### config.mk
export PLATFORM = sky130hd
export DESIGN_NAME = qcr_cordic_cell
export DESIGN_NICKNAME = d
export VERILOG_FILES = /design/src/qcr_pkg.sv /design/src/qcr_cordic_cell.sv
export SDC_FILE = /design/constraint.sdc
export NUM_CORES = 1
export LEC_CHECK = 0
export BUFFER_PORTS_ARGS = -buffer_cell sky130_fd_sc_hd__buf_4
export CAP_MARGIN = 30
export CORE_AREA = 2 2 280 282
export DETAILED_ROUTE_END_ITERATION = 12
export DIE_AREA = 0 0 282 284
export GPL_TIMING_DRIVEN = 0
export PLACE_DENSITY = 0.59
export SETUP_SLACK_MARGIN = 0.3
export SYNTH_ARGS = -nofsm -noshare
export SYNTH_HDL_FRONTEND = slang
export SYNTH_SLANG_ARGS = --single-unit
export TNS_END_PERCENT = 100
### constraint.sdc
create_clock -name i_clk -period 7.6 [get_ports i_clk]
set_clock_uncertainty 0.1 [all_clocks]
set_input_delay 0.38 -clock i_clk [delete_from_list [all_inputs] [get_ports i_clk]]
set_output_delay 0.38 -clock i_clk [all_outputs]
set_load 0.02 [all_outputs]
### src/qcr_pkg.sv
`timescale 1ns / 1ps
// ----------------------------------------------------------------------------
// qcr_pkg
// Shared widths, codes, record types and helper functions of the quad
// corner rotator.
// ----------------------------------------------------------------------------
package qcr_pkg;

    // Field widths
    localparam int COORD_WIDTH   = 24;
    localparam int ANGLE_WIDTH   = 16;
    localparam int CORDIC_STAGES = 16;
    localparam int TEX_W         = 16;
    localparam int COLOR_W       = 32;

    // Sine / cosine format: Q2.30 in 32 bits
    localparam int TRIG_W    = 32;
    localparam int TRIG_FRAC = 30;

    localparam int STAGE_IDX_W = $clog2(CORDIC_STAGES);

    // Corner offset, product and sum widths
    localparam int DELTA_W = COORD_WIDTH + 2;
    localparam int PROD_W  = DELTA_W + TRIG_W;
    localparam int SUM_W   = PROD_W + 1;
    localparam int RES_W   = SUM_W - TRIG_FRAC;

    localparam logic signed [TRIG_W-1:0] CORDIC_K = 32'sd652032875;

    // Input tdata layout, lowest field first
    localparam int OFF_CX    = 0;
    localparam int OFF_CY    = OFF_CX + COORD_WIDTH;
    localparam int OFF_HW    = OFF_CY + COORD_WIDTH;
    localparam int OFF_HH    = OFF_HW + COORD_WIDTH - 1;
    localparam int OFF_PX    = OFF_HH + COORD_WIDTH - 1;
    localparam int OFF_PY    = OFF_PX + COORD_WIDTH;
    localparam int OFF_ANG   = OFF_PY + COORD_WIDTH;
    localparam int OFF_COL   = OFF_ANG + ANGLE_WIDTH;
    localparam int OFF_TU    = OFF_COL + COLOR_W;
    localparam int OFF_TV    = OFF_TU + TEX_W;
    localparam int OFF_SU    = OFF_TV + TEX_W;
    localparam int OFF_SV    = OFF_SU + TEX_W;
    localparam int IN_BITS   = OFF_SV + TEX_W;
    localparam int IN_TDATA_W = ((IN_BITS + 7) / 8) * 8;

    // Output tdata layout
    localparam int OUT_BITS    = 2 * COORD_WIDTH + COLOR_W + 2 * TEX_W;
    localparam int OUT_TDATA_W = ((OUT_BITS + 7) / 8) * 8;

    // Quadrant codes from the top two angle bits
    localparam logic [1:0] QUAD_0 = 2'd0;
    localparam logic [1:0] QUAD_1 = 2'd1;
    localparam logic [1:0] QUAD_2 = 2'd2;
    localparam logic [1:0] QUAD_3 = 2'd3;

    typedef enum logic [1:0] {
        CORNER_TL = 2'd0,
        CORNER_TR = 2'd1,
        CORNER_BR = 2'd2,
        CORNER_BL = 2'd3
    } t_corner_id;

    // Rotator vector and residual angle
    typedef struct packed {
        logic signed [TRIG_W-1:0] x;
        logic signed [TRIG_W-1:0] y;
        logic signed [TRIG_W-1:0] z;
    } t_rot;

    // Per-quad data that rides along the rotator chain
    typedef struct packed {
        logic [1:0]                    quad;
        logic signed [COORD_WIDTH:0]   base_dx;
        logic signed [COORD_WIDTH:0]   base_dy;
        logic [COORD_WIDTH-2:0]        half_w;
        logic [COORD_WIDTH-2:0]        half_h;
        logic signed [COORD_WIDTH-1:0] pivot_x;
        logic signed [COORD_WIDTH-1:0] pivot_y;
        logic [COLOR_W-1:0]            color;
        logic signed [TEX_W-1:0]       tex_u;
        logic signed [TEX_W-1:0]       tex_v;
        logic signed [TEX_W-1:0]       span_u;
        logic signed [TEX_W-1:0]       span_v;
    } t_quad_data;

    // One corner on its way to the multipliers
    typedef struct packed {
        t_corner_id                    corner;
        logic                          last;
        logic signed [DELTA_W-1:0]     dx;
        logic signed [DELTA_W-1:0]     dy;
        logic signed [TRIG_W-1:0]      cos_v;
        logic signed [TRIG_W-1:0]      sin_v;
        logic signed [COORD_WIDTH-1:0] pivot_x;
        logic signed [COORD_WIDTH-1:0] pivot_y;
        logic [COLOR_W-1:0]            color;
        logic signed [TEX_W-1:0]       u;
        logic signed [TEX_W-1:0]       v;
    } t_corner;

    // Arctangent of 2^-i in units of 2^-32 turn
    function automatic logic signed [TRIG_W-1:0] atan_turn(input int idx);
        logic signed [TRIG_W-1:0] a;
        case (idx)
            0:       a = 32'sd536870912;
            1:       a = 32'sd316933406;
            2:       a = 32'sd167458907;
            3:       a = 32'sd85004757;
            4:       a = 32'sd42667331;
            5:       a = 32'sd21354465;
            6:       a = 32'sd10679838;
            7:       a = 32'sd5340245;
            8:       a = 32'sd2670163;
            9:       a = 32'sd1335087;
            10:      a = 32'sd667544;
            11:      a = 32'sd333772;
            12:      a = 32'sd166886;
            13:      a = 32'sd83443;
            14:      a = 32'sd41722;
            15:      a = 32'sd20861;
            16:      a = 32'sd10430;
            17:      a = 32'sd5215;
            18:      a = 32'sd2608;
            19:      a = 32'sd1304;
            20:      a = 32'sd652;
            21:      a = 32'sd326;
            22:      a = 32'sd163;
            23:      a = 32'sd81;
            default: a = '0;
        endcase
        return a;
    endfunction

    // Clamp a one-bit-wider texture sum to the texture range
    function automatic logic signed [TEX_W-1:0] sat_tex(input logic signed [TEX_W:0] v);
        logic signed [TEX_W-1:0] r;
        if (v[TEX_W] != v[TEX_W-1]) begin
            r = v[TEX_W] ? {1'b1, {(TEX_W-1){1'b0}}} : {1'b0, {(TEX_W-1){1'b1}}};
        end else begin
            r = v[TEX_W-1:0];
        end
        return r;
    endfunction

    // Clamp a rounded coordinate to the coordinate range
    function automatic logic signed [COORD_WIDTH-1:0] sat_coord(
        input logic signed [RES_W-1:0] v
    );
        logic [RES_W-COORD_WIDTH:0] upper;
        logic signed [COORD_WIDTH-1:0] r;
        upper = v[RES_W-1:COORD_WIDTH-1];
        if ((&upper) || !(|upper)) begin
            r = v[COORD_WIDTH-1:0];
        end else if (v[RES_W-1]) begin
            r = {1'b1, {(COORD_WIDTH-1){1'b0}}};
        end else begin
            r = {1'b0, {(COORD_WIDTH-1){1'b1}}};
        end
        return r;
    endfunction

endpackage

### src/qcr_cordic_cell.sv
`timescale 1ns / 1ps
// ----------------------------------------------------------------------------
// qcr_cordic_cell
// One micro-rotation of the sine/cosine chain. Holds one quad's vector,
// residual angle and payload, and hands them to the next cell.
// ----------------------------------------------------------------------------
module qcr_cordic_cell (
    input  logic                                 i_clk,
    input  logic                                 i_rst_n,
    input  logic                                 i_en,
    input  logic [qcr_pkg::STAGE_IDX_W-1:0]      i_shift,
    input  logic signed [qcr_pkg::TRIG_W-1:0]    i_atan,
    input  logic                                 i_valid,
    input  qcr_pkg::t_rot                        i_rot,
    input  qcr_pkg::t_quad_data                  i_data,
    output logic                                 o_valid,
    output qcr_pkg::t_rot                        o_rot,
    output qcr_pkg::t_quad_data                  o_data
);
    import qcr_pkg::*;

    logic                     r_valid;
    t_rot                     r_rot;
    t_rot                     n_rot;
    t_quad_data               r_data;
    logic signed [TRIG_W-1:0] x_sh;
    logic signed [TRIG_W-1:0] y_sh;

    // Floor shifts of the incoming vector
    assign x_sh = $signed(i_rot.x) >>> i_shift;
    assign y_sh = $signed(i_rot.y) >>> i_shift;

    // Rotate toward zero residual
    always_comb begin
        if (!i_rot.z[TRIG_W-1]) begin
            n_rot.x = i_rot.x - y_sh;
            n_rot.y = i_rot.y + x_sh;
            n_rot.z = i_rot.z - i_atan;
        end else begin
            n_rot.x = i_rot.x + y_sh;
            n_rot.y = i_rot.y - x_sh;
            n_rot.z = i_rot.z + i_atan;
        end
    end

    // Valid flag
    always_ff @(posedge i_clk) begin
        if (!i_rst_n) begin
            r_valid <= 1'b0;
        end else if (i_en) begin
            r_valid <= i_valid;
        end
    end

    // Payload
    always_ff @(posedge i_clk) begin
        if (i_en) begin
            r_rot  <= n_rot;
            r_data <= i_data;
        end
    end

    assign o_valid = r_valid;
    assign o_rot   = r_rot;
    assign o_data  = r_data;

endmodule

==> results by group <==
Clocking
  – Total CTS buffers: 43
  – CTS tree: yes
  – Postcts setup bufs: 0
  – Root Buffer: clkbuf_16
  – Clock-pin slew of the registers on the worst-case setup and hold paths: 0.05 ns
  – Clk Latency, worst-skew pair: roughly 0.59 ns
  – Clk buf depth: 3
  – CTS HTree Levels: 2
  – Clock sink total: 339

Timing
  – Final setup fails: 0
  – Final period util: 90.87%
  – RSZ-0062 raised after global routing: false
  – Setup ws final: 0.6936 ns
  – Final Max Slew Viols: 0
  – Final Critical Period: slightly below 7 ns
  – Slew @ Worst Pin: 1.001 ns
  – Setup tns final: 0 ns
  – Hold Fails Final Rpt: 0
  – Slew Limit Headroom: 33.30%
  – FMAX: 144.8 MHz

Synth
  – Async SR Flop Fraction: 0%
  – Number of synthesized register bits: roughly 340
  – EDFF count, synth: ~340
  – Mapped Nets: 2,184
  – Ys flop type: edfxtp_1
  – Synth Instances: 1,700
  – Count leader, synth: edfxtp_1
  – Most frequent cells after synthesis: edfxtp_1 (338), a21oi_1 (155), nand2_1 (150)
  – Yosys warning total: 0
  – Synth cell types: between 80 and 90
  – Largest cells by area after synthesis: edfxtp_1 (50%), mux4_2 (6.8%), ha_1 (6.3%), xnor2_1 (3.9%), a21oi_1 (3.8%)
  – Synth area leader: edfxtp_1
  – Sequential share of the synthesized area: roughly 50%
  – Yosys top cell area share: 49.95%
  – Synthesized cell area: 0.02032 mm2
  – Post-Synthesis Mean Instance Area: 11.95 um2

GRT
  – Largest net degree at the start of global routing: 124
  – Grt ovf: 0
  – Global Route Usage Sum: 28.36%
  – Number of global-route vias before repair: between 15k and 20k
  – Antenna violations before repair: 22
  – First-pass GRT wire length: 158,400 um

Setup path
  – Maximum fanout along the worst path: 10
  – Arrival @ worst endpoint: 7.13 ns
  – Slowest stage cell, crit path: or4b_4
  – Reg2reg end: o_valid$_SDFFE_PN0P_
  – Critical Path Start: i_shift[3]
  – Crit-path max cell delay: 0.62 ns
  – Crit start category: input port
  – Crit. End Element: flop
  – Worst setup endpoint: o_rot[94]$_DFFE_PP_
  – Worst R2R Path Depth: 3
  – Most used cell along the critical path: a21oi_1
  – Reg2Reg Launch Point: o_valid$_SDFFE_PN0P_
  – Req. time, crit path: 7.83 ns
  – Worst Path Class, Setup: in -> reg
  – R2r setup slk: 6.30 ns

Power
  – VDD IR max: 144.5 uV
  – Leakage Power: 0.01303 uW
  – Final Power: about 7100 uW
  – Pwr Density: ~230 mW/mm2

Layout
  – Fraction of layout instances using a drive strength above 1: 33.31%
  – Filler Cells Inserted: 7,344
  – Synth-to-Final Area Change: 52.46%
  – Final net count: 3,191

Place
  – GPL Wtd Cong: roughly 1
  – DP Worst Slack: -0.3677 ns
  – HPWL Detailed: 95,150 um
  – Port-buffer cells: 712

Run
  – Max Cap Viol: 0

Floorplanning
  – I/O pin count: 717
  – Die Ht: 284 um
  – Site Rows: between 100 and 150
  – Die W: 282 um
  – Core footprint: between 0.07 and 0.08 mm2
  – Die area: about 0.08 mm2
  – Starting Density: 26.40%

Detailed routing
  – TritonRoute pass-1 iters: 8
  – DR iter-0 viols: ~1.9k
  – DR vias/cell: slightly above 5
  – DRT Wirelength: 118,200 um
  – WL/cell: 31.14 um
  – DR vias: 19.66k
  – Post-route ant nets: 0
  – Drc violations: 0

Status
  – Status: completed

Hold path
  – Hold WC Path Type: in -> reg
-- repair_timing --
item	CTS	global route
hold buffers	246	0
endpoints found under the setup margin	3	13
resized for setup	2	3
endpoints found under the hold margin	245	0
-- report_power, final --
group	internal [uW]	total, uW	switching [uW]	leakage [uW]
Clock	1190	2080	890	0.000670
Combinational	1030	2540	1510	0.00904
Sequential	2380	2490	103	0.00332
Total	4600	7100	2500	0.0130
-- worst min-delay path by stage --
| stage | start | to | slack, ns | depth (start not counted) |
|---|---|---|---|---|
| floorplan | i_data[0] | o_data[0]$_DFFE_PP_ | 0.38 | 0 |
| global placement | o_valid$_SDFFE_PN0P_ | o_valid$_SDFFE_PN0P_ | 0.42 | 2 |
| detailed placement | o_valid$_SDFFE_PN0P_ | o_valid$_SDFFE_PN0P_ | 0.44 | 2 |
| CTS | i_rot[1] | o_rot[1]$_DFFE_PP_ | 0.03 | 2 |
| global route | i_rot[1] | o_rot[1]$_DFFE_PP_ | 0.05 | 2 |
| finish | i_rot[1] | o_rot[1]$_DFFE_PP_ | 0.07 | 2 |
-- metal layers --
layer	routed length (um)	vias to the layer above	part of all wire [%]	GRT usage [%]
li1	-	8482	-	-
met1	48240	9886	41	36.45
met2	55860	1084	47	47.42
met3	9088	201	7.7	5.277
met4	4918	8	4.2	9.920
met5	55	-	0.047	0
-- layout make-up --
| type | instances | area, um2 | area share [%] |
|---|---|---|---|
| sequential | 339 | 10170 | 32.83 |
| multi-input combinational | 1257 | 9651 | 31.15 |
| timing repair buffer | 964 | 7943 | 25.64 |
| tap | 1040 | 1301 | 4.200 |
| clock buffer | 51 | 1106 | 3.570 |
| buffer | 58 | 332.8 | 1.074 |
| clock inverter | 25 | 271.5 | 0.8764 |
| inverter | 44 | 165.2 | 0.5331 |
| antenna | 16 | 40.04 | 0.1292 |
-- flip-flops by register name (all words and copies together), names as in the netlist --
register and count:
o_data 242, o_rot 96, o_valid 1
-- cells by family (layout without fill, tap and decap cells) --
family,Yosys count,in the layout,share of synthesized area [%]
xor gates and xnor gates,170,170,7.328
buffers and inverters,104,1142,2.457
AOI/OAI and AO/OA,412,412,12.54
muxes,135,135,10.66
adders and majority gates,106,106,6.638
DFF,339,339,50.05
and+or+nand+nor,434,434,10.33
other,0,16,0
-- critical path, delay by kind of cell --
family / cells / cell delay [ns]
and+or+nand+nor: 4 / 0.95
buffers and inverters: 8 / 2.14
AOI/OAI and AO/OA: 13 / 2.87
xor gates and xnor gates: 2 / 0.32
adders and majority gates: 2 / 0.42
-- metrics by stage --
step                      cells  hold slack [ns]  instance area [um2]  util [%]
after global placement     3452           0.4207                26970     35.04
after global routing       3786          0.05224                30960     40.23
final                      3794          0.07236                30980     40.26
after CTS                  3780          0.03081                30940     40.21
after detailed placement   3458           0.4366                27100     35.22
after floorplan            1700           0.3789                20320         -
-- cells in the final DEF (no fill, tap or decap), types with 57 or more instances in the layout --
cell type      count
xor2_1            79
mux2i_1           57
nor2_1           125
mux4_2            61
a21oi_1          155
dlygate4sd3_1    246
ha_1             103
nand2_1          150
o21ai_0           75
edfxtp_1         338
xnor2_1           91
buf_4            721
No activity file was read; power rests on OpenSTA's default activity.
