**src/qcr_pkg.sv**
```systemverilog
`timescale 1ns / 1ps
// ----------------------------------------------------------------------------
// qcr_pkg
// Shared widths, codes, record types and helper functions of the quad
// corner rotator.
// ----------------------------------------------------------------------------
package qcr_pkg;

    // Field widths
    localparam int COORD_WIDTH   = 24;
    localparam int ANGLE_WIDTH   = 16;
    localparam int CORDIC_STAGES = 16;
    localparam int TEX_W         = 16;
    localparam int COLOR_W       = 32;

    // Sine / cosine format: Q2.30 in 32 bits
    localparam int TRIG_W    = 32;
    localparam int TRIG_FRAC = 30;

    localparam int STAGE_IDX_W = $clog2(CORDIC_STAGES);

    // Corner offset, product and sum widths
    localparam int DELTA_W = COORD_WIDTH + 2;
    localparam int PROD_W  = DELTA_W + TRIG_W;
    localparam int SUM_W   = PROD_W + 1;
    localparam int RES_W   = SUM_W - TRIG_FRAC;

    localparam logic signed [TRIG_W-1:0] CORDIC_K = 32'sd652032875;

    // Input tdata layout, lowest field first
    localparam int OFF_CX    = 0;
    localparam int OFF_CY    = OFF_CX + COORD_WIDTH;
    localparam int OFF_HW    = OFF_CY + COORD_WIDTH;
    localparam int OFF_HH    = OFF_HW + COORD_WIDTH - 1;
    localparam int OFF_PX    = OFF_HH + COORD_WIDTH - 1;
    localparam int OFF_PY    = OFF_PX + COORD_WIDTH;
    localparam int OFF_ANG   = OFF_PY + COORD_WIDTH;
    localparam int OFF_COL   = OFF_ANG + ANGLE_WIDTH;
    localparam int OFF_TU    = OFF_COL + COLOR_W;
    localparam int OFF_TV    = OFF_TU + TEX_W;
    localparam int OFF_SU    = OFF_TV + TEX_W;
    localparam int OFF_SV    = OFF_SU + TEX_W;
    localparam int IN_BITS   = OFF_SV + TEX_W;
    localparam int IN_TDATA_W = ((IN_BITS + 7) / 8) * 8;

    // Output tdata layout
    localparam int OUT_BITS    = 2 * COORD_WIDTH + COLOR_W + 2 * TEX_W;
    localparam int OUT_TDATA_W = ((OUT_BITS + 7) / 8) * 8;

    // Quadrant codes from the top two angle bits
    localparam logic [1:0] QUAD_0 = 2'd0;
    localparam logic [1:0] QUAD_1 = 2'd1;
    localparam logic [1:0] QUAD_2 = 2'd2;
    localparam logic [1:0] QUAD_3 = 2'd3;

    typedef enum logic [1:0] {
        CORNER_TL = 2'd0,
        CORNER_TR = 2'd1,
        CORNER_BR = 2'd2,
        CORNER_BL = 2'd3
    } t_corner_id;

    // Rotator vector and residual angle
    typedef struct packed {
        logic signed [TRIG_W-1:0] x;
        logic signed [TRIG_W-1:0] y;
        logic signed [TRIG_W-1:0] z;
    } t_rot;

    // Per-quad data that rides along the rotator chain
    typedef struct packed {
        logic [1:0]                    quad;
        logic signed [COORD_WIDTH:0]   base_dx;
        logic signed [COORD_WIDTH:0]   base_dy;
        logic [COORD_WIDTH-2:0]        half_w;
        logic [COORD_WIDTH-2:0]        half_h;
        logic signed [COORD_WIDTH-1:0] pivot_x;
        logic signed [COORD_WIDTH-1:0] pivot_y;
        logic [COLOR_W-1:0]            color;
        logic signed [TEX_W-1:0]       tex_u;
        logic signed [TEX_W-1:0]       tex_v;
        logic signed [TEX_W-1:0]       span_u;
        logic signed [TEX_W-1:0]       span_v;
    } t_quad_data;

    // One corner on its way to the multipliers
    typedef struct packed {
        t_corner_id                    corner;
        logic                          last;
        logic signed [DELTA_W-1:0]     dx;
        logic signed [DELTA_W-1:0]     dy;
        logic signed [TRIG_W-1:0]      cos_v;
        logic signed [TRIG_W-1:0]      sin_v;
        logic signed [COORD_WIDTH-1:0] pivot_x;
        logic signed [COORD_WIDTH-1:0] pivot_y;
        logic [COLOR_W-1:0]            color;
        logic signed [TEX_W-1:0]       u;
        logic signed [TEX_W-1:0]       v;
    } t_corner;

    // Arctangent of 2^-i in units of 2^-32 turn
    function automatic logic signed [TRIG_W-1:0] atan_turn(input int idx);
        logic signed [TRIG_W-1:0] a;
        case (idx)
            0:       a = 32'sd536870912;
            1:       a = 32'sd316933406;
            2:       a = 32'sd167458907;
            3:       a = 32'sd85004757;
            4:       a = 32'sd42667331;
            5:       a = 32'sd21354465;
            6:       a = 32'sd10679838;
            7:       a = 32'sd5340245;
            8:       a = 32'sd2670163;
            9:       a = 32'sd1335087;
            10:      a = 32'sd667544;
            11:      a = 32'sd333772;
            12:      a = 32'sd166886;
            13:      a = 32'sd83443;
            14:      a = 32'sd41722;
            15:      a = 32'sd20861;
            16:      a = 32'sd10430;
            17:      a = 32'sd5215;
            18:      a = 32'sd2608;
            19:      a = 32'sd1304;
            20:      a = 32'sd652;
            21:      a = 32'sd326;
            22:      a = 32'sd163;
            23:      a = 32'sd81;
            default: a = '0;
        endcase
        return a;
    endfunction

    // Clamp a one-bit-wider texture sum to the texture range
    function automatic logic signed [TEX_W-1:0] sat_tex(input logic signed [TEX_W:0] v);
        logic signed [TEX_W-1:0] r;
        if (v[TEX_W] != v[TEX_W-1]) begin
            r = v[TEX_W] ? {1'b1, {(TEX_W-1){1'b0}}} : {1'b0, {(TEX_W-1){1'b1}}};
        end else begin
            r = v[TEX_W-1:0];
        end
        return r;
    endfunction

    // Clamp a rounded coordinate to the coordinate range
    function automatic logic signed [COORD_WIDTH-1:0] sat_coord(
        input logic signed [RES_W-1:0] v
    );
        logic [RES_W-COORD_WIDTH:0] upper;
        logic signed [COORD_WIDTH-1:0] r;
        upper = v[RES_W-1:COORD_WIDTH-1];
        if ((&upper) || !(|upper)) begin
            r = v[COORD_WIDTH-1:0];
        end else if (v[RES_W-1]) begin
            r = {1'b1, {(COORD_WIDTH-1){1'b0}}};
        end else begin
            r = {1'b0, {(COORD_WIDTH-1){1'b1}}};
        end
        return r;
    endfunction

endpackage

```
**src/qcr_corner_seq.sv**
```systemverilog
`timescale 1ns / 1ps
// ----------------------------------------------------------------------------
// qcr_corner_seq
// Takes one quad from the end of the chain, fixes the quadrant of sine and
// cosine, issues its four corners (offsets, texture) one per i_advance cycle.
// ----------------------------------------------------------------------------
module qcr_corner_seq (
    input  logic                 i_clk,
    input  logic                 i_rst_n,
    input  logic                 i_advance,
    input  logic                 i_valid,
    input  qcr_pkg::t_rot        i_rot,
    input  qcr_pkg::t_quad_data  i_data,
    output logic                 o_take,
    output logic                 o_valid,
    output qcr_pkg::t_corner     o_corner
);
    import qcr_pkg::*;

    logic                          r_have;
    t_corner_id                    r_cnt;
    t_quad_data                    r_data;
    logic signed [TRIG_W-1:0]      r_cos;
    logic signed [TRIG_W-1:0]      r_sin;
    logic signed [TRIG_W-1:0]      n_cos;
    logic signed [TRIG_W-1:0]      n_sin;
    logic                          r_p1_valid;
    t_corner                       r_p1;
    t_corner                       n_p1;
    logic                          is_right;
    logic                          is_bottom;
    logic signed [DELTA_W-1:0]     base_dx;
    logic signed [DELTA_W-1:0]     base_dy;
    logic signed [DELTA_W-1:0]     half_w;
    logic signed [DELTA_W-1:0]     half_h;
    logic signed [TEX_W:0]         u_sum;
    logic signed [TEX_W:0]         v_sum;

    assign o_take = !r_have || ((r_cnt == CORNER_BL) && i_advance);

    // Turn the chain result into the right quadrant
    always_comb begin
        case (i_data.quad)
            QUAD_0: begin
                n_cos = i_rot.x;
                n_sin = i_rot.y;
            end
            QUAD_1: begin
                n_cos = -i_rot.y;
                n_sin = i_rot.x;
            end
            QUAD_2: begin
                n_cos = -i_rot.x;
                n_sin = -i_rot.y;
            end
            QUAD_3: begin
                n_cos = i_rot.y;
                n_sin = -i_rot.x;
            end
            default: begin
                n_cos = i_rot.x;
                n_sin = i_rot.y;
            end
        endcase
    end

    // Corner offsets and texture coordinates for the current corner
    always_comb begin
        is_right  = r_cnt inside {CORNER_TR, CORNER_BR};
        is_bottom = r_cnt inside {CORNER_BR, CORNER_BL};
        base_dx   = DELTA_W'(r_data.base_dx);
        base_dy   = DELTA_W'(r_data.base_dy);
        half_w    = $signed(DELTA_W'(r_data.half_w));
        half_h    = $signed(DELTA_W'(r_data.half_h));
        u_sum     = (TEX_W+1)'(r_data.tex_u)
                  + (is_right ? (TEX_W+1)'(r_data.span_u) : '0);
        v_sum     = (TEX_W+1)'(r_data.tex_v)
                  + (is_bottom ? (TEX_W+1)'(r_data.span_v) : '0);

        n_p1.corner  = r_cnt;
        n_p1.last    = (r_cnt == CORNER_BL);
        n_p1.dx      = is_right  ? base_dx + half_w : base_dx - half_w;
        n_p1.dy      = is_bottom ? base_dy + half_h : base_dy - half_h;
        n_p1.cos_v   = r_cos;
        n_p1.sin_v   = r_sin;
        n_p1.pivot_x = r_data.pivot_x;
        n_p1.pivot_y = r_data.pivot_y;
        n_p1.color   = r_data.color;
        n_p1.u       = sat_tex(u_sum);
        n_p1.v       = sat_tex(v_sum);
    end

    // Corner counter and valid flags
    always_ff @(posedge i_clk) begin
        if (!i_rst_n) begin
            r_have     <= 1'b0;
            r_cnt      <= CORNER_TL;
            r_p1_valid <= 1'b0;
        end else begin
            if (o_take) begin
                r_have <= i_valid;
                r_cnt  <= CORNER_TL;
            end else if (i_advance) begin
                r_cnt <= t_corner_id'(r_cnt + 2'd1);
            end
            if (i_advance) begin
                r_p1_valid <= r_have;
            end
        end
    end

    // Held quad and corner register
    always_ff @(posedge i_clk) begin
        if (o_take) begin
            r_data <= i_data;
            r_cos  <= n_cos;
            r_sin  <= n_sin;
        end
        if (i_advance) begin
            r_p1 <= n_p1;
        end
    end

    assign o_valid  = r_p1_valid;
    assign o_corner = r_p1;

endmodule

```
**config.mk**
```make
export PLATFORM = sky130hd
export DESIGN_NAME = qcr_corner_seq
export DESIGN_NICKNAME = d
export VERILOG_FILES = /design/src/qcr_pkg.sv /design/src/qcr_corner_seq.sv
export SDC_FILE = /design/constraint.sdc
export NUM_CORES = 1
export LEC_CHECK = 0
export BUFFER_PORTS_ARGS = -buffer_cell sky130_fd_sc_hd__buf_2
export CORE_AREA = 2 2 224 226
export CTS_CLUSTER_DIAMETER = 50
export DETAILED_ROUTE_END_ITERATION = 8
export DIE_AREA = 0 0 226 228
export MAX_ROUTING_LAYER = met4
export PLACE_DENSITY_LB_ADDON = 0.05
export REMOVE_ABC_BUFFERS = 1
export SLEW_MARGIN = 20
export SYNTH_ARGS = -nofsm -noshare
export SYNTH_HDL_FRONTEND = slang
export SYNTH_SLANG_ARGS = --single-unit
export TNS_END_PERCENT = 1
```
**constraint.sdc**
```tcl
create_clock -name i_clk -period 9.5 [get_ports i_clk]
set_clock_uncertainty 0.05 [all_clocks]
set_input_delay 1.425 -clock i_clk [delete_from_list [all_inputs] [get_ports i_clk]]
set_output_delay 1.425 -clock i_clk [all_outputs]
set_load 0.1 [all_outputs]
```
==> summary.txt, run 1 <==
Worst-margin pin slew - 0.964 ns
Total GRT Usage - 25.6%
Drc violations - 0
Vias in the first global route - 16800
Highest metal used - met4
Setup CP Type - input port to output pin
CP startpoint - i_advance
Initial antenna violation count - 25
Pwr Density - 237 nW/um^2
WP buf/inv - 3
Post-route ant nets - 0
Crit. End Element - output pin
Vias/cell - 5.40
Wirelength, routed - 64.7 mm
Cts bufs inserted - 67
Largest net degree at the start of global routing - 112
Post-synthesis sequential area ratio - 65.2%
Post-CTS Hold Buffers - 0
Crit-path max cell delay - 0.56 ns
Max cap viols - 0
Hold path depth - 0
# IOs - 575
Post-CTS resize count - 0
R2R Setup Slk - 5.14 ns
HP Class - register to register
Cells along the critical path - buf_8 > nand2_1 > and2_1 > inv_8 > buf_2
TritonRoute pass-1 iters - 5
Family with the most delay on the worst path - buffers and inverters
EDFF count, synth - 535
IO Port Bufs - 542
Core area - 49300 um^2
Reg2reg end - o_corner[222]
# nets final - 2850
Required @ worst endpoint - 8.03 ns
RD Place Congestion - 0.916
First-pass GRT wire length - 96.9 mm
Initial Util - 50.1%
Ratio of cells with drive above 1 in the final layout - 27.5%
Detail Route met3 WL - 5.84 mm
R2R depth - 12
DRT iter0 DRCs - 1082
Syn. warnings - 0
Worst-skew pair later-pin latency - 0.59 ns
Status - finished, final reports clean
Yosys top cell area share - 64.9%
Cell type with the largest total area after synthesis - edfxtp_1
Period minus WS final - 4.87 ns
Via Count - 17100
CTS tree - done
Worst hold slack - 0.363 ns
Die area - 51500 um^2
Share of the cycle needed by the critical path after routing - 51.3%
Cells after Synth - 1858
H-tree depth - 3
FF+latch count, synth - 539
Worst slew margin - 35.7%
Clock-pin slew of the registers on the worst-case setup and hold paths - 0.06 ns
Leakage - 12.0 nW
Clock Sinks - 539
Final slew viol count - 0
Top FF cell, synth - edfxtp_1
Syn avg cell area - 13.3 um^2
Hold Path Sink - o_corner[166]
M1 WL - 26.1 mm
Average wire per standard cell - 20.4 um
Fill cells - 3912
Max IR drop VDD - 0.000148 V
Layout area overhead - 22.7%
Worst Path Max Fanout - 111
Final Hold Vio Count - 0
RSZ-0062 raised after global routing - no
Detailed Place HPWL - 48.1 mm
Total power - 7.21 mW
Startpoint Class - input port
Async S/R FF share, synth - 0%
Highest clock rate - 0.205 GHz
Die Wd - 226 um
CP arrival - 3.40 ns
Root buffer cell - clkbuf_16
Area contributors post-synth - edfxtp_1 65%, ha_1 4.6%, xnor2_1 4.2%, a21oi_1 2.8%, o21ai_0 2.0%
Hold Startpoint - r_cos[22]
Die boundary height - 228 um
Met2 wire len - 31.0 mm
Worst reg2reg startpoint - r_cnt[0]
Final setup vio count - 0
Synth Cell Area - 24700 um^2
Grt ovf - 0
Setup Fix Bufs, Post-CTS - 0
Unique masters post-synth - 73
Cell Rows - 82
Critical path's slowest cell - inv_8
Max Root-Sink Buffers - 3
## worst max-delay path by stage
stage                        end  depth (start not counted)
final                     o_take                          5
after global routing      o_take                          5
after global placement    o_take                          5
after detailed placement  o_take                          5
after floorplan           o_take                          3
after CTS                 o_take                          5
## registers in the layout, summed over array words and instances, names as in the netlist
register,flops
o_valid,1
base_dy,25
r_have,1
n_p1,80
base_dx,25
half_h,23
half_w,23
r_sin,32
r_cos,32
r_data,64
o_corner,231
r_cnt,2
## logic make-up after synthesis
kind of cell    synth area share [%]
flops                           65.2
mux                            0.516
compound gates                  11.6
buf+inv                         1.67
simple gates                    9.37
fa+ha+maj                       5.36
xor+xnor                        6.26
## metal layers
layer  vias to the layer above  global-route usage (%)
met1                      8145                    31.3
met5                         -                       -
met3                       115                    7.47
met2                       589                    40.7
li1                       8233                       -
met4                         0                    8.90
## area by class of cell
type	instances	area (um^2)	area share, %
inverter	44	173	0.568
clock inverter	48	445	1.47
tap	672	841	2.77
multi-input combinational	1211	8190	27.0
timing repair buffer	551	2790	9.19
clock buffer	75	1730	5.69
sequential	539	16100	53.2
antenna	25	62.6	0.206
## Yosys cell counts (all sizes together), types with 26 or more instances
cell / number
or3: 28
nor2: 119
nor3: 33
clkbuf: 52
o21ai: 120
a21o: 38
and2: 28
a211oi: 28
nand2: 108
ha: 90
a21oi: 136
o31ai: 26
xor2: 57
nand3: 30
edfxtp: 535
inv: 44
xnor2: 120
## power breakdown
| group | switching (mW) | internal, mW | leakage (nW) | total [mW] |
|---|---|---|---|---|
| sequential | 0.0740 | 2.91 | 5.35 | 2.99 |
| clock | 1.03 | 1.45 | 1.05 | 2.48 |
| combinational | 1.35 | 0.389 | 5.56 | 1.74 |
## metrics by stage
| step | worst slack, ns | TNS, ns | area (um^2) | cells | util (%) |
|---|---|---|---|---|---|
| 3_3_place_gp | 4.67 | 0 | 28100 | 3017 | 57.0 |
| 2_1_floorplan | -0.0543 | -0.0543 | 24500 | 1794 | - |
| 6_report | 4.63 | 0 | 30400 | 3165 | 61.5 |
| 4_1_cts | 4.62 | 0 | 30300 | 3140 | 61.4 |
| 3_5_place_dp | 4.63 | 0 | 28100 | 3017 | 57.0 |
| 5_1_grt | 4.50 | 0 | 30400 | 3164 | 61.5 |
## layout by cell type, fill, tap and decap left out, types with 9 or more instances in the layout
cell	Yosys	final
nand3_1	30	30
o21ai_0	100	100
o211ai_1	13	13
nor4_1	13	13
o21bai_1	17	17
xor2_1	57	57
nor3_1	31	31
o21a_1	14	14
buf_4	0	10
inv_6	0	14
buf_2	1	540
or3_1	27	27
a21oi_1	136	136
clkbuf_16	0	68
nand4_1	13	13
a211oi_1	28	28
o31ai_1	26	26
a31oi_1	9	9
nand2_1	108	108
and2_1	28	28
a221oi_1	11	11
diode_2	0	25
maj3_1	12	12
a21o_1	38	38
o41ai_1	9	9
clkinv_1	0	10
edfxtp_1	535	535
xnor2_1	120	120
nor2b_1	25	25
nor2_1	119	119
o21ai_1	20	20
nand2b_1	23	23
ha_1	90	90
inv_1	43	42
(Power assumes the default switching activity.)
==> inputs of run 2 (changes only) <==
--- a/config.mk
+++ b/config.mk
@@ -6,10 +6,11 @@
 export NUM_CORES = 1
 export LEC_CHECK = 0
 export BUFFER_PORTS_ARGS = -buffer_cell sky130_fd_sc_hd__buf_2
-export CORE_AREA = 2 2 224 226
+export CORE_ASPECT_RATIO = 1.75
+export CORE_MARGIN = 2
+export CORE_UTILIZATION = 49
 export CTS_CLUSTER_DIAMETER = 50
 export DETAILED_ROUTE_END_ITERATION = 8
-export DIE_AREA = 0 0 226 228
 export MAX_ROUTING_LAYER = met4
 export PLACE_DENSITY_LB_ADDON = 0.05
 export REMOVE_ABC_BUFFERS = 1
==> constraint.sdc (replaced) <==
create_clock -name i_clk -period 4.4 [get_ports i_clk]
set_clock_uncertainty 0.05 [all_clocks]
set_input_delay 0.66 -clock i_clk [delete_from_list [all_inputs] [get_ports i_clk]]
set_output_delay 0.66 -clock i_clk [all_outputs]
set_load 0.1 [all_outputs]
==> summary.txt, run 2 (same netlist as run 1, synthesis figures left out) <==
Number of flip-flops in the largest register - 231 (unchanged)
First-pass GRT wire length - 95.8 mm (was 96.9 mm)
Startpoint Class - register (was input port)
Initial antenna violation count - 34 (was 25)
Reg power frac - 42.7% (was 41.4%)
Pwr Density - 498 nW/um^2 (was 237 nW/um^2)
Max Root-Sink Buffers - 3 (unchanged)
Worst hold slack - 0.193 ns (was 0.363 ns)
Worst slew margin - 32.2% (was 35.7%)
Pint - 9.99 mW (was 4.75 mW)
Non-filler instance count after layout - 3158 (was 3165)
Most frequent cells in the layout - 540 x buf_2, 535 x edfxtp_1, 136 x a21oi_1 (unchanged)
Die area - 52400 um^2 (was 51500 um^2)
Period minus WS final - 4.10 ns
Grt ovf - 0 (unchanged)
Initial Util - 49.3% (was 50.1%)
Worst Path Max Fanout - 9 (was 111)
Post-CTS Hold Buffers - 0 (unchanged)
Drc violations - 0 (unchanged)
Cell Rows - 109 (was 82)
Layout area overhead - 22.3% (was 22.7%)
Highest clock rate - 0.244 GHz
HP Class - input port to register (was register to register)
Wirelength, routed - 64.0 mm (was 64.7 mm)
Worst-margin pin slew - 1.02 ns (was 0.964 ns)
Detailed Place HPWL - 47.7 mm (was 48.1 mm)
Clk pwr share - 32.1% (was 34.4%)
Final setup vio count - 0 (unchanged)
TritonRoute pass-1 iters - 5 (unchanged)
Final slew viol count - 0 (unchanged)
Placed insts - 3027 (was 3017)
Clock Sinks - 539 (unchanged)
# IOs - 575 (unchanged)
Via Count - 17200 (was 17100)
Crit. End Element - register (was output pin)
Most common cell after layout, fill and taps aside - buf_2 (unchanged)
CTS tree - done (unchanged)
Switch Pwr - 5.10 mW (was 2.45 mW)
Ratio of cells with drive above 1 in the final layout - 27.4% (was 27.5%)
Worst-skew pair later-pin latency - 0.59 ns (about the same)
Vias/cell - 5.44 (was 5.40)
DRT iter0 DRCs - 1032 (was 1082)
Combinational share of power - 25.2% (was 24.2%)
RD Place Congestion - 0.912 (was 0.916)
Setup CP Type - register to register (was input port to output pin)
Total GRT Usage - 24.6% (was 25.6%)
Die Wd - 174 um (was 226 um)
Fill cells - 4118 (was 3912)
Core area - 50200 um^2 (was 49300 um^2)
Vias in the first global route - 17100 (was 16800)
Root buffer cell - clkbuf_16 (unchanged)
Cts bufs inserted - 53 (was 67)
Average wire per standard cell - 20.3 um (was 20.4 um)
Share of the cycle needed by the critical path after routing - 93.1%
Required @ worst endpoint - 4.67 ns (was 8.03 ns)
Largest net degree at the start of global routing - 161 (was 112)
Max IR drop VDD - 0.000369 V (was 0.000148 V)
Final Hold Vio Count - 0 (unchanged)
Post-route ant nets - 0 (unchanged)
CP arrival - 4.37 ns (was 3.40 ns)
H-tree depth - 2 (was 3)
R2R Setup Slk - 0.30 ns (was 5.14 ns)
Die boundary height - 301 um (was 228 um)
Leakage - 11.9 nW (was 12.0 nW)
IO Port Bufs - 542 (unchanged)
# nets final - 2852 (was 2850)
Max cap viols - 0 (unchanged)
Status - finished, final reports clean (unchanged)
Sw Ratio - 33.8% (was 34.0%)
Clock-pin slew of the registers on the worst-case setup and hold paths - 0.07 ns (was 0.06 ns)
RSZ-0062 raised after global routing - no (unchanged)
## run 2: worst max-delay path: stages (launching register included)
cell and delay, ns:
edfxtp_1 0.43, or3_1 0.43, or4_1 0.54, buf_4 0.18
or2_2 0.28, o31ai_1 0.24, xnor2_1 0.10, ha_1 0.48
nand2_1 0.08, nor3_1 0.15, nand2_1 0.07, a21oi_1 0.38
o21bai_1 0.13, a21oi_1 0.19, xor2_1 0.09
## run 2: through the flow
step	TNS [ns]	instance area, um^2	utilization, %	power [mW]	worst slack (ns)
floorplan	-1112.76	24500	-	9.48	-3.65
global placement	0	28300	56.4	10.3	0.227
detailed placement	0	28300	56.4	10.3	0.139
CTS	0	30200	60.1	15.2	0.0931
global route	0	30300	60.3	15.6	0.0509
finish	0	30300	60.3	15.1	0.303
## run 2: final cells by class
cell class              instances  area, um^2  share of cell area (%)
well taps                     666         833                    2.75
repair buffers                567        2960                    9.79
clock buffers                  61        1400                    4.62
inverters                      44         173                   0.570
flip-flops and latches        539       16100                    53.3
diodes                         35        87.6                   0.289
multi-input cells            1211        8200                    27.1
clock inverters                35         474                    1.57
## run 2: routing by layer
| layer | track usage, % | share of wire (%) |
|---|---|---|
| met5 | - | 0 |
| met4 | 10.1 | 4.3 |
| met3 | 6.68 | 8.2 |
| met2 | 44.3 | 53 |
| met1 | 25.1 | 35 |
## run 2: final timing paths
path                            startpoint             to  cells past startpoint
worst max-delay path             half_w[5]  o_corner[223]                     14
worst min-delay path            i_data[75]       n_p1[43]                      1
worst max register to register   half_w[5]  o_corner[223]                     14
worst min register to register   r_cos[13]  o_corner[157]                      0
## run 2: what timing repair did
item                                    4_1_cts  5_1_grt
buffers inserted                              0        0
endpoints found under the setup margin        0       18
resized for setup                             0        4
## run 2: power by group through the flow
stage | Sequential [mW] | Clock [mW] | Combinational, mW
after floorplan | 8.36 | 0 | 1.12
after global placement | 6.54 | 0 | 3.76
after CTS | 6.45 | 4.97 | 3.81
after detailed placement | 6.55 | 0 | 3.80
after global routing | 6.49 | 5.14 | 4.02
final | 6.45 | 4.84 | 3.81
==> inputs of run 3 (changes only) <==
--- a/config.mk
+++ b/config.mk
@@ -6,7 +6,7 @@
 export NUM_CORES = 1
 export LEC_CHECK = 0
 export BUFFER_PORTS_ARGS = -buffer_cell sky130_fd_sc_hd__buf_2
-export CORE_ASPECT_RATIO = 1.75
+export CORE_ASPECT_RATIO = 0.7
 export CORE_MARGIN = 2
 export CORE_UTILIZATION = 49
 export CTS_CLUSTER_DIAMETER = 50
@@ -14,6 +14,7 @@
 export MAX_ROUTING_LAYER = met4
 export PLACE_DENSITY_LB_ADDON = 0.05
 export REMOVE_ABC_BUFFERS = 1
+export SKIP_CTS_REPAIR_TIMING = 1
 export SLEW_MARGIN = 20
 export SYNTH_ARGS = -nofsm -noshare
 export SYNTH_HDL_FRONTEND = slang
==> summary.txt, run 3 (same netlist as run 1, synthesis figures left out) <==
Crit. End Element - register (unchanged)
H-tree depth - 2 (unchanged)
Startpoint Class - register (unchanged)
Share of the cycle needed by the critical path after routing - 95.1% (was 93.1%)
Placed insts - 3028 (was 3027)
Period minus WS final - 4.18 ns (was 4.10 ns)
Core area - 49600 um^2 (was 50200 um^2)
Worst-skew pair later-pin latency - 0.60 ns (was 0.59 ns)
Most frequent cells in the layout - 540 x buf_2, 535 x edfxtp_1, 136 x a21oi_1 (unchanged)
Detailed Place HPWL - 48.9 mm (was 47.7 mm)
# nets final - 2854 (was 2852)
Setup TNS - 0 ns (unchanged)
RD Place Congestion - 0.877 (was 0.912)
IO Port Bufs - 542 (unchanged)
Layout area overhead - 22.0% (was 22.3%)
Total power - 15.0 mW (was 15.1 mW)
Leakage - 11.9 nW (about the same)
Vias/cell - 5.45 (was 5.44)
Worst hold slack - 0.183 ns (was 0.193 ns)
Required @ worst endpoint - 4.68 ns (was 4.67 ns)
Wirelength, routed - 65.7 mm (was 64.0 mm)
Via Count - 17100 (was 17200)
DRT iter0 DRCs - 1680 (was 1032)
Fill cells - 3963 (was 4118)
Vias in the first global route - 16200 (was 17100)
R2R Setup Slk - 0.22 ns (was 0.30 ns)
R2R depth - 14 (unchanged)
Hold path depth - 1 (unchanged)
Number of flip-flops in the largest register - 231 (unchanged)
Die boundary height - 192 um (was 301 um)
Max cap viols - 0 (unchanged)
Most common cell after layout, fill and taps aside - buf_2 (unchanged)
Ratio of cells with drive above 1 in the final layout - 27.5% (was 27.4%)
Cell Rows - 68 (was 109)
Largest net degree at the start of global routing - 129 (was 161)
Final slew viol count - 0 (unchanged)
Max Root-Sink Buffers - 3 (unchanged)
Clock-pin slew of the registers on the worst-case setup and hold paths - 0.07 ns (about the same)
Die area - 52300 um^2 (was 52400 um^2)
Worst slew margin - 33.9% (was 32.2%)
Worst Path Max Fanout - 13 (was 9)
Setup CP Type - register to register (unchanged)
Final Hold Vio Count - 0 (unchanged)
Pwr Density - 496 nW/um^2 (was 498 nW/um^2)
First-pass GRT wire length - 95.9 mm (was 95.8 mm)
Cts bufs inserted - 53 (unchanged)
Die Wd - 273 um (was 174 um)
Clock Sinks - 539 (unchanged)
Highest clock rate - 0.239 GHz (was 0.244 GHz)
# IOs - 575 (unchanged)
CP arrival - 4.46 ns (was 4.37 ns)
Non-filler instance count after layout - 3145 (was 3158)
Post-route ant nets - 0 (unchanged)
Initial Util - 49.9% (was 49.3%)
Root buffer cell - clkbuf_16 (unchanged)
Worst-margin pin slew - 0.992 ns (was 1.02 ns)
Grt ovf - 0 (unchanged)
Average wire per standard cell - 20.9 um (was 20.3 um)
CTS tree - done (unchanged)
Drc violations - 0 (unchanged)
HP Class - input port to register (unchanged)
Max IR drop VDD - 0.000375 V (was 0.000369 V)
Initial antenna violation count - 22 (was 34)
Final setup vio count - 0 (unchanged)
Total GRT Usage - 25.1% (was 24.6%)
TritonRoute pass-1 iters - 6 (was 5)
Status - finished, final reports clean (unchanged)
==> run 3: cell count changes in the layout (fill, tap and decap cells not counted), sizes merged <==
cell      previous run  this run
clkinv              14        22
clkinvlp             4         0
buf                567       569
diode               35        22
bufinv               9         8
inv                 52        48
==> run 3: layout make-up <==
cell class / count / area (um^2) / area share [%]
Antenna cell: 22 / 55.1 / 0.182
Clock buffer: 61 / 1400 / 4.63
Clock inverter: 34 / 395 / 1.31
Inverter: 44 / 173 / 0.572
Multi-Input combinational cell: 1211 / 8220 / 27.2
Sequential cell: 539 / 16100 / 53.5
Tap cell: 665 / 832 / 2.76
Timing Repair Buffer: 569 / 2970 / 9.83
==> run 3: worst paths after layout <==
path | startpoint | endpoint
setup / recovery | r_cnt[0] | o_corner[27]
hold / removal | i_data[226] | base_dx[11]
setup reg to reg | r_cnt[0] | o_corner[27]
hold reg to reg | r_sin[1] | o_corner[113]
==> run 3: metal layers <==
metal	part of all wire, %	wire, um	vias to the layer above	track usage, %
met3	8.1	5320	70	6.53
li1	-	-	8203	-
met4	1.6	1080	0	6.21
met1	44	28800	8283	34.4
met2	46	30500	585	37.6
met5	0	0	-	-
==> run 3: metrics by stage <==
step	util (%)	instance area, um^2	worst slack (ns)
floorplan	-	24500	-3.65
global placement	57.1	28300	0.114
detailed placement	57.1	28300	0.0309
CTS	60.7	30100	0.0203
global route	60.8	30200	-0.0117
finish	60.8	30200	0.216
==> run 3: power by group <==
group	internal [mW]	switching (mW)
clock network	2.75	1.94
logic	0.867	2.96
registers	6.29	0.168
total	9.91	5.07
==> run 3: critical path, cell delays in order (launching register included) <==
cell,delay [ns]
dfxtp_1,0.39
inv_1,0.06
ha_2,0.53
buf_4,0.20
nand2b_1,0.16
inv_1,0.06
ha_1,0.28
a211oi_1,0.36
o21bai_1,0.14
a2111oi_0,0.56
buf_4,0.22
nor3_1,0.05
o31ai_1,0.50
maj3_1,0.29
mux2i_1,0.07
